**config.mk**
```make
export PLATFORM = sky130hd
export DESIGN_NAME = blk3_jobq
export DESIGN_NICKNAME = d
export VERILOG_FILES = /design/src/design/blk3_pkg.sv /design/src/design/blk3_jobq.sv
export SDC_FILE = /design/constraint.sdc
export NUM_CORES = 1
export LEC_CHECK = 0
export BUFFER_PORTS_ARGS = -buffer_cell sky130_fd_sc_hd__buf_2
export CAP_MARGIN = 10
export CORE_AREA = 3 3 405 407
export CTS_CLUSTER_SIZE = 8
export DETAILED_ROUTE_END_ITERATION = 6
export DIE_AREA = 0 0 408 410
export PLACE_DENSITY = 0.43
export SLEW_MARGIN = 20
export SYNTH_ARGS = -nofsm -noshare
export SYNTH_HDL_FRONTEND = slang
export SYNTH_SLANG_ARGS = --single-unit
```
**constraint.sdc**
```tcl
create_clock -name clk -period 42.5 [get_ports clk]
set_input_delay 6.375 -clock clk [delete_from_list [all_inputs] [get_ports clk]]
set_output_delay 6.375 -clock clk [all_outputs]
set_load 0.02 [all_outputs]
```
**src/design/blk3_pkg.sv**
```systemverilog
// Shared types, constants and helper functions of the single-chunk BLAKE3 hash unit.
// Used by every module in this folder; depends on nothing else.
package blk3_pkg;

    localparam int MAX_MESSAGE_BYTES = 1024;
    localparam int BLOCK_BYTES       = 64;
    localparam int HELD_W            = $clog2(BLOCK_BYTES + 1);
    localparam int TOTAL_W           = $clog2(MAX_MESSAGE_BYTES + 1);
    localparam int STEP_W            = 5;
    localparam int LAST_STEP         = 27;

    typedef logic [31:0] word_t;

    localparam word_t FLAG_CHUNK_START = 32'h0000_0001;
    localparam word_t FLAG_CHUNK_END   = 32'h0000_0002;
    localparam word_t FLAG_ROOT        = 32'h0000_0008;

    typedef struct packed {
        logic [31:0] msg_word;
        logic [2:0]  word_bytes;
        logic        last_word;
    } in_item_t;

    typedef struct packed {
        logic [63:0] digest_part;
        logic [1:0]  part_index;
        logic        last_part;
        logic        too_long;
    } out_item_t;

    // One compression request from the front to the back.
    typedef struct packed {
        logic [BLOCK_BYTES-1:0][7:0] block;
        logic [HELD_W-1:0]           len;
        logic                        start;
        logic                        is_final;
        logic                        ovf;
    } job_t;

    typedef enum logic [1:0] {
        CORE_IDLE,
        CORE_RUN,
        CORE_DONE
    } core_state_t;

    function automatic word_t iv_word(input logic [2:0] idx);
        word_t r;
        case (idx)
            3'd0:    r = 32'h6a09e667;
            3'd1:    r = 32'hbb67ae85;
            3'd2:    r = 32'h3c6ef372;
            3'd3:    r = 32'ha54ff53a;
            3'd4:    r = 32'h510e527f;
            3'd5:    r = 32'h9b05688c;
            3'd6:    r = 32'h1f83d9ab;
            3'd7:    r = 32'h5be0cd19;
            default: r = 32'h0;
        endcase
        return r;
    endfunction

    function automatic logic [3:0] msg_perm(input logic [3:0] idx);
        logic [3:0] r;
        case (idx)
            4'd0:    r = 4'd2;
            4'd1:    r = 4'd6;
            4'd2:    r = 4'd3;
            4'd3:    r = 4'd10;
            4'd4:    r = 4'd7;
            4'd5:    r = 4'd0;
            4'd6:    r = 4'd4;
            4'd7:    r = 4'd13;
            4'd8:    r = 4'd1;
            4'd9:    r = 4'd11;
            4'd10:   r = 4'd12;
            4'd11:   r = 4'd5;
            4'd12:   r = 4'd9;
            4'd13:   r = 4'd14;
            4'd14:   r = 4'd15;
            4'd15:   r = 4'd8;
            default: r = 4'd0;
        endcase
        return r;
    endfunction

endpackage

```
**src/design/blk3_jobq.sv**
```systemverilog
// Two-entry queue of compression jobs between the packing front and the compression core.
// Depends on blk3_pkg for the job type.
module blk3_jobq (
    input  logic            clk,
    input  logic            rst_n,
    input  logic            wr,
    input  blk3_pkg::job_t  wr_job,
    output logic            q_full,
    input  logic            rd,
    output blk3_pkg::job_t  head,
    output logic            q_empty
);

    blk3_pkg::job_t slot_reg [2];
    logic           wptr_reg, wptr_next;
    logic           rptr_reg, rptr_next;
    logic [1:0]     count_reg, count_next;
    logic           do_wr, do_rd;

    assign q_full  = (count_reg == 2'd2);
    assign q_empty = (count_reg == 2'd0);
    assign head    = slot_reg[rptr_reg];
    assign do_wr   = wr && !q_full;
    assign do_rd   = rd && !q_empty;

    always_comb
    begin
        wptr_next  = wptr_reg ^ do_wr;
        rptr_next  = rptr_reg ^ do_rd;
        count_next = count_reg;
        if (do_wr && !do_rd)
        begin
            count_next = count_reg + 2'd1;
        end
        else if (do_rd && !do_wr)
        begin
            count_next = count_reg - 2'd1;
        end
    end

    always_ff @(posedge clk or negedge rst_n)
    begin
        if (!rst_n)
        begin
            wptr_reg  <= 1'b0;
            rptr_reg  <= 1'b0;
            count_reg <= 2'd0;
        end
        else
        begin
            wptr_reg  <= wptr_next;
            rptr_reg  <= rptr_next;
            count_reg <= count_next;
        end
    end

    always_ff @(posedge clk)
    begin
        if (do_wr)
        begin
            slot_reg[wptr_reg] <= wr_job;
        end
    end

endmodule

```
After elaboration in Yosys (flattened, before gate mapping)
Memory sizes are Yosys's and may differ from the RTL's. Cells that the tools add are included. W data, S select, Z words.

Input bits: 526. Bits in latches: 0. ROM bits: 0. Output and inout bits: 524. Word-level logic and storage cells: 23. Bits in writable memories: 1044. Memories: 1. Bits in registers: 4.

Multiply operators: 0. $add $sub $neg: 2. Shift-type cells: 0. Reduce and logical (&&, ||, !) cells: 10. Divide/modulo/power cells: 0. Bitwise logic cells: 2. Multiplexer cells: 4. Eq/ne operators: 1. Magnitude comparators: 0.

Memory list: slot_reg (words 2, bits a word 522, read ports 1, clocked after memory_dff 0, wr ports 1, line blk3_jobq.sv:14) `blk3_pkg::job_t slot_reg [2];`.

Operator list (number): $logic_and A1 B1 Y1 (4); $logic_not A1 Y1 (4); $mux W2 (2); $add A2 B1 Y2 const B (1); $eq A2 B2 Y1 const B (1); $logic_not A2 Y1 (1); $mux W1 (2); $reduce_bool A2 Y1 (1); $sub A2 B1 Y2 const B (1); $xor A1 B1 Y1 (2).

Depth between registers and ports, before layout
Gate-level depths: netlist (run 1).

Depth in word-level cells: 7. Gate-level depth with buffers: 6. Depth with buffers taken out: 6.

Worst setup path before layout (run 1)
OpenSTA, ideal clock, no wires.

Path kind: input-to-reg. From: in wr. To: mem slot_reg[1][0] (netlist bit), enable pin. Cell stages on the path: 2. Setup slack: 23.052 ns. Library setup time: 0.958 ns. Data arrival time: 18.489 ns. Required time: 41.542 ns. Path buffers: 0. Cell sequence: nor2b_1 -> ha_1.

Longest elaborated chain between the ends: 3.

Ends and longest elaborated chain: from (decl) (line blk3_jobq.sv:6) `input logic wr,`; $logic_and A1 B1 Y1 (line blk3_jobq.sv:23) `assign do_wr = wr && !q_full;`; $mux W1 (line blk3_jobq.sv:59) `if (do_wr)`; $mux W1 (not written as such) (line blk3_jobq.sv:61) `slot_reg[wptr_reg] <= wr_job;`; to (decl) (line blk3_jobq.sv:14).

Every way passes these cells.

==> results of run 1 <==
-- stage by stage --
stage	util [%]	cell area, µm²	power [µW]	hold slack [ns]
after global placement	29.5	47400	2880	0.508
after CTS	32.1	51600	4000	0.519
final	32.2	51700	3920	0.524
after global routing	32.2	51600	4100	0.531
after floorplan	-	39900	2610	0.472
after detailed placement	29.5	47400	2900	0.507
-- final cells by class --
| type | instances | share of cell area (%) |
|---|---|---|
| antenna | 19 | 0.0920 |
| inverter | 2 | 0.0145 |
| tap | 2160 | 5.23 |
| clock inverter | 16 | 0.618 |
| multi-input combinational | 534 | 15.0 |
| sequential | 1048 | 60.9 |
| clock buffer | 166 | 7.51 |
| timing repair buffer | 1074 | 10.6 |
-- routing by layer --
layer,part of all wire (%),global-route usage [%],vias to the layer above
met3,9.7,6.30,307
met2,51,24.6,968
met1,36,14.7,10200
met5,0.19,0,-
li1,-,-,8904
met4,3.3,4.73,34
-- cells in the final DEF, fill, tap and decap left out --
master      count
buf_2        1049
edfxtp_1     1044
mux2_4        470
clkbuf_16     153
mux2_2         52
buf_4          21
diode_2        19
clkbuf_1       13
inv_16          6
clkinv_16       4
dfrtp_1         3
nor2b_1         2
nor2_1          2
inv_1           2
xnor2_1         2
xor2_1          2
ha_4            2
clkinv_8        2
buf_12          2
o21ai_0         1
ha_1            1
clkinv_2        1
clkinvlp_4      1
clkinv_1        1
bufinv_16       1
buf_16          1
buf_6           1
dfrtp_4         1
-- worst max-delay path, cell delays in order, from the launching register on --
cell and delay (ns):
dfrtp_4 0.95, buf_6 0.67, buf_4 0.81, buf_4 0.78, buf_12 0.61, mux2_2 0.42, buf_2 0.16
-- kinds of logic (layout without fill, tap and decap cells) --
family | count (synthesis) | after routing
xor+xnor | 4 | 4
compound gates | 1 | 1
flops | 1048 | 1048
mux | 522 | 522
fa+ha+maj | 3 | 3
other cells | 0 | 19
simple gates | 4 | 4
buf+inv | 60 | 1258
-- power by group through the flow --
stage                     Sequential (µW)  Clock [µW]  Combinational [µW]
final                                1500        1080                1350
after detailed placement             1520           0                1380
after global routing                 1510        1160                1430
after global placement               1510           0                1370
after CTS                            1500        1120                1380
after floorplan                      1630           0                 983
-- worst min-delay path by stage --
stage | startpoint | endpoint | depth (start not counted)
6_report | count_reg[1]$_DFFE_PN0P_ | count_reg[1]$_DFFE_PN0P_ | 1
5_1_grt | count_reg[1]$_DFFE_PN0P_ | count_reg[1]$_DFFE_PN0P_ | 1
4_1_cts | count_reg[1]$_DFFE_PN0P_ | count_reg[1]$_DFFE_PN0P_ | 1
3_5_place_dp | count_reg[1]$_DFFE_PN0P_ | count_reg[1]$_DFFE_PN0P_ | 1
3_3_place_gp | count_reg[1]$_DFFE_PN0P_ | count_reg[1]$_DFFE_PN0P_ | 1
2_1_floorplan | count_reg[1]$_DFFE_PN0P_ | count_reg[1]$_DFFE_PN0P_ | 1
==> out/metrics.csv, run 1 <==
stage,metric,value,unit
clock_network,htreeDepth,4,
floorplan,fp-row-count,147,
logic_synthesis,ys_warn_count,0,
logic_synthesis,ys.flop_type,edfxtp_1,
floorplan,coreArea,161000,µm²
drt,wl_per_cell,24.0,µm
logic_synthesis,synth_area_leaders,"edfxtp_1, mux2_4, mux2_2, buf_6, buf_8",
logic_synthesis,synth_top_family_by_area,multiplexers,
power,p_seq_share,38.1,%
power,p_leak,0.0202,µW
power,power_density,76.0,nW/µm²
place,placed_cells,4818,
timing,drv_slew,0,
timing,fmax,83.3,MHz
place,place.port_buffers,1049,
drt,antenna_left,0,
power,swShare,33.3,%
clock_network,postCtsHoldBufs,0,
global_routing,grt-ovfl-total,0,
timing,rsz0062_at_grt,false,
min_path,hold_path_class,reg2reg,
run,drv_cap,0,
cells_and_area,final_nets,3339,
logic_synthesis,syn_area,39900,µm²
critical_path,worst-path-max-fanout,116,
power,p_comb_share,34.4,%
critical_path,startpoint_type,register,
logic_synthesis,synth_cells,1642,
logic_synthesis,avgSynthCellArea,24.3,µm²
critical_path,reg2reg_depth,7,
timing,timing_worst_slew_pin_value,1.07,ns
logic_synthesis,syn_nets,2171,
critical_path,startpoint,rptr_reg$_DFF_PN0_,
logic_synthesis,synth_compound_area_share,0.0125,%
logic_synthesis,yosysTopAreaCell,edfxtp_1,
drt,vias,20400,
critical_path,critPathCaptureType,output port,
drt,firstDrtPassIters,5,
timing,fin_tns_setup,0,ns
clock_network,cts_root_buf,clkbuf_16,
critical_path,worstSetupPathType,reg2out,
clock_network,cts_num_sinks,1048,
timing,maxSlewHeadroom,28.6,%
logic_synthesis,synth_seq_area_share,78.8,%
timing,hold_viol,0,
critical_path,r2r_setup_slack,37.01,ns
power,switching_power,1310,µW
place,dp_slack,30.95,ns
floorplan,pin_count,1050,
logic_synthesis,synth_xor_area_share,0.0878,%
clock_network,clkLatencyLatePin,0.75,ns
clock_network,cts_max_path_buffers,3,
timing,finClkSkew,0.0486,ns
cells_and_area,fin_cells,5019,
cells_and_area,areaGrowthSynthToFinish,29.4,%
global_routing,grt_max_degree,136,
power,p_int,2620,µW
critical_path,rr_endpoint,slot_reg[1][383]$_DFFE_PP_,
floorplan,die_area,167000,µm²
cells_and_area,regArea,31500,µm²
logic_synthesis,synthMuxAreaShare,19.1,%
timing,fin_ws,30.49,ns
critical_path,r2r_start,count_reg[1]$_DFFE_PN0P_,
cells_and_area,multiInputGateArea,7760,µm²
drt,drtIter0Drc,1079,
critical_path,cp.arrival,5.63,ns
floorplan,die_w,408,µm
drt,viasPerCell,4.06,
floorplan,chipHeight,410,µm
drt,drc,0,
place,gp_congestion,0.829,
logic_synthesis,synth-edff-count,1044,
clock_network,clk_pin_slew,0.05,ns
logic_synthesis,async_reset_ff_share,0.382,%
logic_synthesis,synth_most_common_cell,edfxtp_1,
timing,timing.final.crit_share,28.3,%
clock_network,cts_resized,0,
clock_network,cts_made_buffers,150,
clock_network,post_cts_buffers,0,
status,status,finished clean,
logic_synthesis,synth_top_area_share,78.5,%
global_routing,grt_pass1_wl,166000,µm
timing,finalCriticalPeriod,12.01,ns
drt,totalWireLength,121000,µm
global_routing,antenna_found_initial,83,
global_routing,track_usage,13.9,%
logic_synthesis,synthSimpleGateAreaFrac,0.0502,%
logic_synthesis,synthAdderAreaFrac,0.0940,%
cells_and_area,largest_reg_flops,1044,
power,clock_power_share,27.5,%
logic_synthesis,synth_common_cells,"edfxtp_1, mux2_4, mux2_2",
cells_and_area,drive_above_1_share,62.2,%
power,peakVddDrop,0.0400,mV
global_routing,grt_pass1_vias,22200,
logic_synthesis,synth_cell_types,15,
timing,setup_viol,0,
cells_and_area,fillers,15600,
logic_synthesis,synth-seq-cells,1048,
floorplan,initial_core_util,24.9,%
critical_path,cp-endpoint,head[516],
place,hpwl,90100,µm
critical_path,cp.required,36.12,ns
clock_network,cts_tree,yes,
Note: power is estimated with default switching activity, not from simulation.
==> run 2, diff against run 1 <==
--- a/config.mk
+++ b/config.mk
@@ -5,13 +5,14 @@
 export SDC_FILE = /design/constraint.sdc
 export NUM_CORES = 1
 export LEC_CHECK = 0
+export ABC_AREA = 1
 export BUFFER_PORTS_ARGS = -buffer_cell sky130_fd_sc_hd__buf_2
 export CAP_MARGIN = 10
-export CORE_AREA = 3 3 405 407
+export CORE_AREA = 3 3 402 404
 export CTS_CLUSTER_SIZE = 8
 export DETAILED_ROUTE_END_ITERATION = 6
-export DIE_AREA = 0 0 408 410
-export PLACE_DENSITY = 0.43
+export DIE_AREA = 0 0 405 407
+export PLACE_DENSITY = 0.42
 export SLEW_MARGIN = 20
 export SYNTH_ARGS = -nofsm -noshare
 export SYNTH_HDL_FRONTEND = slang
==> constraint.sdc (replaced) <==
create_clock -name clk -period 12.2 [get_ports clk]
set_input_delay 1.83 -clock clk [delete_from_list [all_inputs] [get_ports clk]]
set_output_delay 1.83 -clock clk [all_outputs]
set_load 0.02 [all_outputs]
==> run 2 against run 1 <==
Die area down 1.5%; core utilization down 0.60 points; combinational power rose to 3.5 times the previous value; global-route usage up 1.3 points; non-clock buffer count down 4; routed wire length up 8.8%; via count up 21%; worst setup slack worse by 25 ns; critical path depth unchanged; critical endpoint is now head[11]; highest routed layer unchanged.
==> out/metrics.csv, run 2 <==
stage,metric,value,unit,change
logic_synthesis,synth_cells,2754,,was 1642
global_routing,grt_pass1_wl,178000,µm,was 166000 µm
status,status,finished clean,,unchanged
clock_network,cts_root_buf,clkbuf_16,,unchanged
critical_path,cp.required,10.37,ns,was 36.12 ns
global_routing,antenna_found_initial,120,,was 83
timing,hold_viol,0,,unchanged
power,power_density,273,nW/µm²,was 76.0 nW/µm²
logic_synthesis,syn_area,38100,µm²,was 39900 µm²
cells_and_area,fillers,16000,,was 15.6k
timing,finClkSkew,0.0300,ns,was 0.0486 ns
floorplan,die_area,165000,µm²,was 167000 µm²
drt,firstDrtPassIters,5,,unchanged
timing,fmax,158,MHz,
clock_network,cts_made_buffers,151,,was 150
power,swShare,39.0,%,was 33.3%
critical_path,worstSetupPathType,reg2out,,unchanged
logic_synthesis,ys_warn_count,0,,unchanged
timing,setup_viol,0,,unchanged
power,clock_power_share,27.8,%,was 27.5%
power,p_seq_share,37.8,%,was 38.1%
clock_network,cts_max_path_buffers,3,,unchanged
cells_and_area,design_area,49900,µm²,was 51700 µm²
cells_and_area,final_nets,4391,,was 3339
logic_synthesis,yosysTopAreaCell,edfxtp_1,,unchanged
floorplan,chipHeight,407,µm,was 410 µm
logic_synthesis,synth_seq_area_share,82.5,%,was 78.8%
cells_and_area,final_common_cell,nand2_1,,was buf_2
global_routing,track_usage,15.2,%,was 13.9%
logic_synthesis,synth_top_area_share,82.3,%,was 78.5%
floorplan,coreArea,158000,µm²,was 161000 µm²
power,p_leak,0.0209,µW,was 0.0202 µW
logic_synthesis,synth_most_common_cell,nand2_1,,was edfxtp_1
place,gp_congestion,0.825,,was 0.829
critical_path,reg2reg_depth,6,,was 7
clock_network,clkLatencyLatePin,0.75,ns,about the same
min_path,hold-path-cell-count,2,,was 1
logic_synthesis,synth_area_leaders,"edfxtp_1, nand2_1, buf_2, buf_4, dfrtp_1",,"was edfxtp_1, mux2_4, mux2_2, buf_6, buf_8"
timing,timing.final.crit_share,51.8,%,
clock_network,cts_resized,0,,unchanged
power,p_int,8320,µW,was 2620 µW
logic_synthesis,synth_common_cells,"nand2_1, edfxtp_1, buf_2",,"was edfxtp_1, mux2_4, mux2_2"
logic_synthesis,ys.flop_type,edfxtp_1,,unchanged
clock_network,post_cts_buffers,0,,unchanged
cells_and_area,areaGrowthSynthToFinish,31.1,%,was 29.4%
drt,totalWireLength,131000,µm,was 121000 µm
power,p_comb_share,34.4,%,about the same
drt,drtIter0Drc,1588,,was 1079
timing,rsz0062_at_grt,false,,unchanged
critical_path,startpoint_type,register,,unchanged
global_routing,grt-ovfl-total,0,,unchanged
clock_network,postCtsHoldBufs,0,,unchanged
clock_network,cts_tree,yes,,unchanged
logic_synthesis,async_reset_ff_share,0.382,%,unchanged
place,hpwl,90800,µm,was 90100 µm
logic_synthesis,syn_nets,3283,,was 2171
min_path,hold_path_class,reg2reg,,unchanged
place,dp_slack,6.56,ns,was 30.95 ns
cells_and_area,layout_common_cells,"nand2_1, buf_2, edfxtp_1",,"was buf_2, edfxtp_1, mux2_4"
critical_path,critPathCaptureType,output port,,unchanged
logic_synthesis,avgSynthCellArea,13.8,µm²,was 24.3 µm²
timing,drv_slew,0,,unchanged
place,dpl_cell_area,45600,µm²,was 47400 µm²
drt,antenna_left,0,,unchanged
timing,timing_worst_slew_pin_value,1.11,ns,was 1.07 ns
clock_network,cts_num_sinks,1048,,unchanged
floorplan,initial_core_util,24.1,%,was 24.9%
clock_network,htreeDepth,4,,unchanged
clock_network,clk_pin_slew,0.05,ns,about the same
critical_path,cp.arrival,4.50,ns,was 5.63 ns
logic_synthesis,synth-seq-cells,1048,,unchanged
drt,viasPerCell,4.10,,was 4.06
floorplan,pin_count,1050,,unchanged
timing,fin_ws,5.87,ns,was 30.49 ns
drt,drc,0,,unchanged
timing,finalCriticalPeriod,6.33,ns,
global_routing,grt_pass1_vias,23800,,was 22.2k
cells_and_area,drive_above_1_share,31.9,%,was 62.2%
critical_path,worst-path-max-fanout,115,,was 116
floorplan,die_w,405,µm,was 408 µm
logic_synthesis,synth_cell_types,15,,unchanged
global_routing,grt_max_degree,163,,was 136
drt,vias,24600,,was 20.4k
run,drv_cap,0,,unchanged
power,switching_power,5310,µW,was 1310 µW
cells_and_area,largest_reg_flops,1044,,unchanged
floorplan,fp-row-count,146,,was 147
drt,wl_per_cell,21.9,µm,was 24.0 µm
timing,maxSlewHeadroom,26.2,%,was 28.6%
power,peakVddDrop,0.140,mV,was 0.0400 mV
place,place.port_buffers,1049,,unchanged
logic_synthesis,synth-edff-count,1044,,unchanged
==> run 2: cell families (layout without fill, tap and decap cells) <==
logic type      after synthesis  in the layout  share of synthesized area [%]
fa+ha+maj                     3              3                         0.0985
simple gates               1578           1578                           15.6
other cells                   0             36                              0
flops                      1048           1048                           82.5
compound gates                1              1                         0.0131
xor+xnor                      1              1                         0.0230
buf+inv                     123           1261                           1.76
==> run 2: worst max-delay path: stages (launching register included) <==
cell,delay [ns]
dfrtp_4,0.78
inv_8,0.60
buf_4,0.82
buf_4,0.70
nand2_1,0.13
nand2_1,0.11
buf_2,0.17
==> run 2: area by class of cell <==
type / count / area [µm²] / share of cell area [%]
inverter: 8 / 37.5 / 0.0752
clock inverter: 21 / 404 / 0.809
timing repair buffer: 1070 / 5520 / 11.0
sequential: 1048 / 31500 / 63.0
tap: 2072 / 2590 / 5.19
multi-input combinational: 1583 / 6010 / 12.0
antenna: 36 / 90.1 / 0.180
clock buffer: 162 / 3840 / 7.69
==> run 2: per-layer routing <==
| metal | global-route usage [%] | wire length, µm | up-vias |
|---|---|---|---|
| met5 | 0 | 229 | - |
| met4 | 4.86 | 4610 | 36 |
| met3 | 6.44 | 12600 | 357 |
| met2 | 25.8 | 63600 | 1045 |
| met1 | 17.3 | 50200 | 11600 |
| li1 | - | - | 11600 |
==> run 2: power by group through the flow <==
stage          logic, µW  registers, µW  clock network (µW)
3_5_place_dp        4800           5210                   0
5_1_grt             5110           5210                4070
4_1_cts             4810           5150                3930
2_1_floorplan       2830           5670                   0
6_report            4690           5150                3790
3_3_place_gp        4810           5220                   0
==> run 2: final timing paths <==
kind / to / from / slack (ns)
max: head[11] / rptr_reg$_DFF_PN0_ / 5.87
max reg2reg: slot_reg[1][247]$_DFFE_PP_ / count_reg[1]$_DFFE_PN0P_ / 8.50
min: count_reg[1]$_DFFE_PN0P_ / count_reg[1]$_DFFE_PN0P_ / 0.54
min reg2reg: count_reg[1]$_DFFE_PN0P_ / count_reg[1]$_DFFE_PN0P_ / 0.54
max in group asynchronous: rptr_reg$_DFF_PN0_ / rst_n / 11.19
min in group asynchronous: wptr_reg$_DFF_PN0_ / rst_n / 0.88
==> run 2: through the flow <==
step	cells	TNS, ns	total power [µW]	hold WS (ns)	utilization, %
6_report	6000	0	13600	0.542	31.6
2_1_floorplan	2754	-2811.92	8500	0.479	-
4_1_cts	5963	0	13900	0.541	31.5
3_3_place_gp	5780	0	10000	0.522	28.8
5_1_grt	5976	0	14400	0.589	31.5
3_5_place_dp	5780	0	10000	0.526	28.8
==> run 3, diff against run 2 <==
==> constraint.sdc (replaced) <==
create_clock -name clk -period 6.6 [get_ports clk]
set_input_delay 0.99 -clock clk [delete_from_list [all_inputs] [get_ports clk]]
set_output_delay 0.99 -clock clk [all_outputs]
set_load 0.02 [all_outputs]
==> run 3 against run 2 <==
Clock power grew 80%; hold slack lost 0.11 ns; register-to-register slack lost 4.8 ns; via count shrank 0.42%; routed wire length shrank 6.2%; core utilization is essentially flat; sequential power grew 83%; clock-buffer cell count shrank 3; first-iteration DRC count shrank 14%; combinational power grew 86%; critical path type unchanged; critical endpoint is now head[243]; largest cell class unchanged.
==> out/metrics.csv, run 3 (synthesis results as in run 2) <==
stage,metric,value,unit,change
place,gp_congestion,0.808,,was 0.825
power,clock_power_share,27.3,%,was 27.8%
critical_path,path_cells,inv_8 > buf_12 > nand2_1 > nand2_1 > buf_2,,was inv_8 > buf_4 > buf_4 > nand2_1 > nand2_1 > buf_2
critical_path,slowest_stage,dfrtp_4,,was buf_4
clock_network,htreeDepth,4,,unchanged
cells_and_area,fin_cells,5997,,was 6000
drt,vias,24500,,was 24.6k
critical_path,cp_slowest_stage_delay,0.68,ns,was 0.82 ns
critical_path,path_common_cell,nand2_1,,
timing,hold_viol,0,,unchanged
critical_path,worst-path-max-fanout,119,,was 115
cells_and_area,final_nets,4408,,was 4391
timing,drv_slew,0,,unchanged
min_path,hold_path_class,in2reg,,was reg2reg
floorplan,chipHeight,407,µm,unchanged
drt,totalWireLength,123000,µm,was 131000 µm
drt,drc,0,,unchanged
global_routing,grt_max_degree,161,,was 163
floorplan,coreArea,158000,µm²,unchanged
global_routing,track_usage,14.1,%,was 15.2%
timing,fmax,234,MHz,
clock_network,cts_num_sinks,1048,,unchanged
clock_network,cts_root_buf,clkbuf_16,,unchanged
drt,wl_per_cell,20.5,µm,was 21.9 µm
cells_and_area,areaGrowthSynthToFinish,31.0,%,was 31.1%
power,p_int,15400,µW,was 8320 µW
clock_network,clkLatencyLatePin,0.72,ns,was 0.75 ns
power,p_seq_share,37.8,%,about the same
timing,timing.final.crit_share,64.8,%,
drt,viasPerCell,4.09,,was 4.10
power,power_density,501,nW/µm²,was 273 nW/µm²
timing,rsz0062_at_grt,false,,unchanged
timing,maxSlewHeadroom,33.2,%,was 26.2%
critical_path,startpoint_type,register,,unchanged
drt,antenna_left,0,,unchanged
power,swShare,38.5,%,was 39.0%
critical_path,r2r_start,count_reg[1]$_DFFE_PN0P_,,unchanged
min_path,hold_path.startpoint,wr_job[154],,was count_reg[1]$_DFFE_PN0P_
critical_path,critPathCaptureType,output port,,unchanged
power,p_leak,0.0209,µW,about the same
floorplan,die_w,405,µm,unchanged
drt,drtIter0Drc,1369,,was 1588
place,place.port_buffers,1049,,unchanged
clock_network,cts_made_buffers,150,,was 151
floorplan,die_area,165000,µm²,unchanged
critical_path,worstSetupPathType,reg2out,,unchanged
drt,firstDrtPassIters,5,,unchanged
timing,timing_worst_slew_pin_value,1.00,ns,was 1.11 ns
floorplan,pin_count,1050,,unchanged
global_routing,grt-ovfl-total,0,,unchanged
power,switching_power,9630,µW,was 5310 µW
place,dp_slack,3.07,ns,was 6.56 ns
floorplan,initial_core_util,24.1,%,unchanged
critical_path,cp.required,5.61,ns,was 10.37 ns
floorplan,fp-row-count,146,,unchanged
power,power,25000,µW,was 13600 µW
cells_and_area,largest_reg_flops,1044,,unchanged
timing,fin_ws,2.32,ns,was 5.87 ns
place,placed_cells,5798,,was 5780
clock_network,cts_max_path_buffers,3,,unchanged
global_routing,antenna_found_initial,79,,was 120
cells_and_area,drive_above_1_share,32.2,%,was 31.9%
status,status,finished clean,,unchanged
timing,finalCriticalPeriod,4.28,ns,
timing,setup_viol,0,,unchanged
clock_network,clk_pin_slew,0.05,ns,about the same
critical_path,startpoint,rptr_reg$_DFF_PN0_,,unchanged
timing,finClkSkew,0.0246,ns,was 0.0300 ns
critical_path,cp.arrival,3.29,ns,was 4.50 ns
clock_network,post_cts_buffers,0,,unchanged
timing,whs,0.436,ns,was 0.542 ns
clock_network,cts_tree,yes,,unchanged
place,hpwl,86200,µm,was 90800 µm
run,drv_cap,0,,unchanged
power,p_comb_share,34.9,%,was 34.4%
global_routing,grt_pass1_vias,23700,,was 23.8k
global_routing,grt_pass1_wl,168000,µm,was 178000 µm
cells_and_area,final_common_cell,nand2_1,,unchanged
power,peakVddDrop,0.303,mV,was 0.140 mV
cells_and_area,layout_common_cells,"nand2_1, buf_2, edfxtp_1",,unchanged
run 3: changes by cell type in the layout (fill, tap and decap cells not counted), moves of 2 or more:
cell | before | now
buf_4 | 13 | 28
diode_2 | 36 | 23
clkinv_16 | 10 | 3
buf_12 | 7 | 10
clkbuf_1 | 10 | 7
clkinv_1 | 4 | 2
inv_16 | 1 | 3
run 3: power by group through the flow:
stage / sequential, µW / combinational, µW / clock (µW)
global placement: 9570 / 8980 / 0
floorplan: 9950 / 5240 / 0
detailed placement: 9570 / 8970 / 0
finish: 9450 / 8720 / 6810
CTS: 9450 / 8990 / 7050
global route: 9560 / 9540 / 7310
run 3: per-stage QoR:
step | instance area, µm² | utilization, % | setup TNS [ns]
2_1_floorplan | 38100 | - | -1751.86
3_3_place_gp | 45800 | 28.9 | 0
3_5_place_dp | 45800 | 28.9 | 0
4_1_cts | 49800 | 31.5 | 0
5_1_grt | 49900 | 31.5 | 0
6_report | 49900 | 31.5 | 0
run 3: critical path: cells and delay by family (launching register included):
family | cells | cell delay [ns]
simple gates | 2 | 0.40
buf+inv | 3 | 1.12
flops | 1 | 0.68
run 3: layer usage:
layer,part of all wire (%),vias to the layer above,global-route usage [%]
met5,0.19,-,0
met4,2.8,42,4.42
met3,11,278,6.72
met2,48,963,23.4
met1,38,11700,16.1
li1,-,11600,-
run 3: final cells by class:
class | instances | area, µm²
fillers | 16000 | 108000
flip-flops and latches | 1048 | 31500
multi-input cells | 1583 | 6010
repair buffers | 1088 | 5670
clock buffers | 159 | 3830
well taps | 2072 | 2590
clock inverters | 16 | 249
diodes | 23 | 57.6
inverters | 8 | 37.5
run 3: worst paths after layout:
check                      depth (start not counted)  slack [ns]                    endpoint
hold / removal                                     1        0.44  slot_reg[0][154]$_DFFE_PP_
setup reg to reg                                   5        3.73   slot_reg[1][72]$_DFFE_PP_
max in group asynchronous                          2        5.83          rptr_reg$_DFF_PN0_
setup / recovery                                   5        2.32                   head[243]
hold reg to reg                                    2        0.53    count_reg[1]$_DFFE_PN0P_
min in group asynchronous                          2        0.64          rptr_reg$_DFF_PN0_
run 3: what timing repair did:
item                       4_1_cts  5_1_grt
hold buffers                     1        0
resized for setup                0        0
hold endpoints to repair         4        0
setup endpoints to repair        0        0
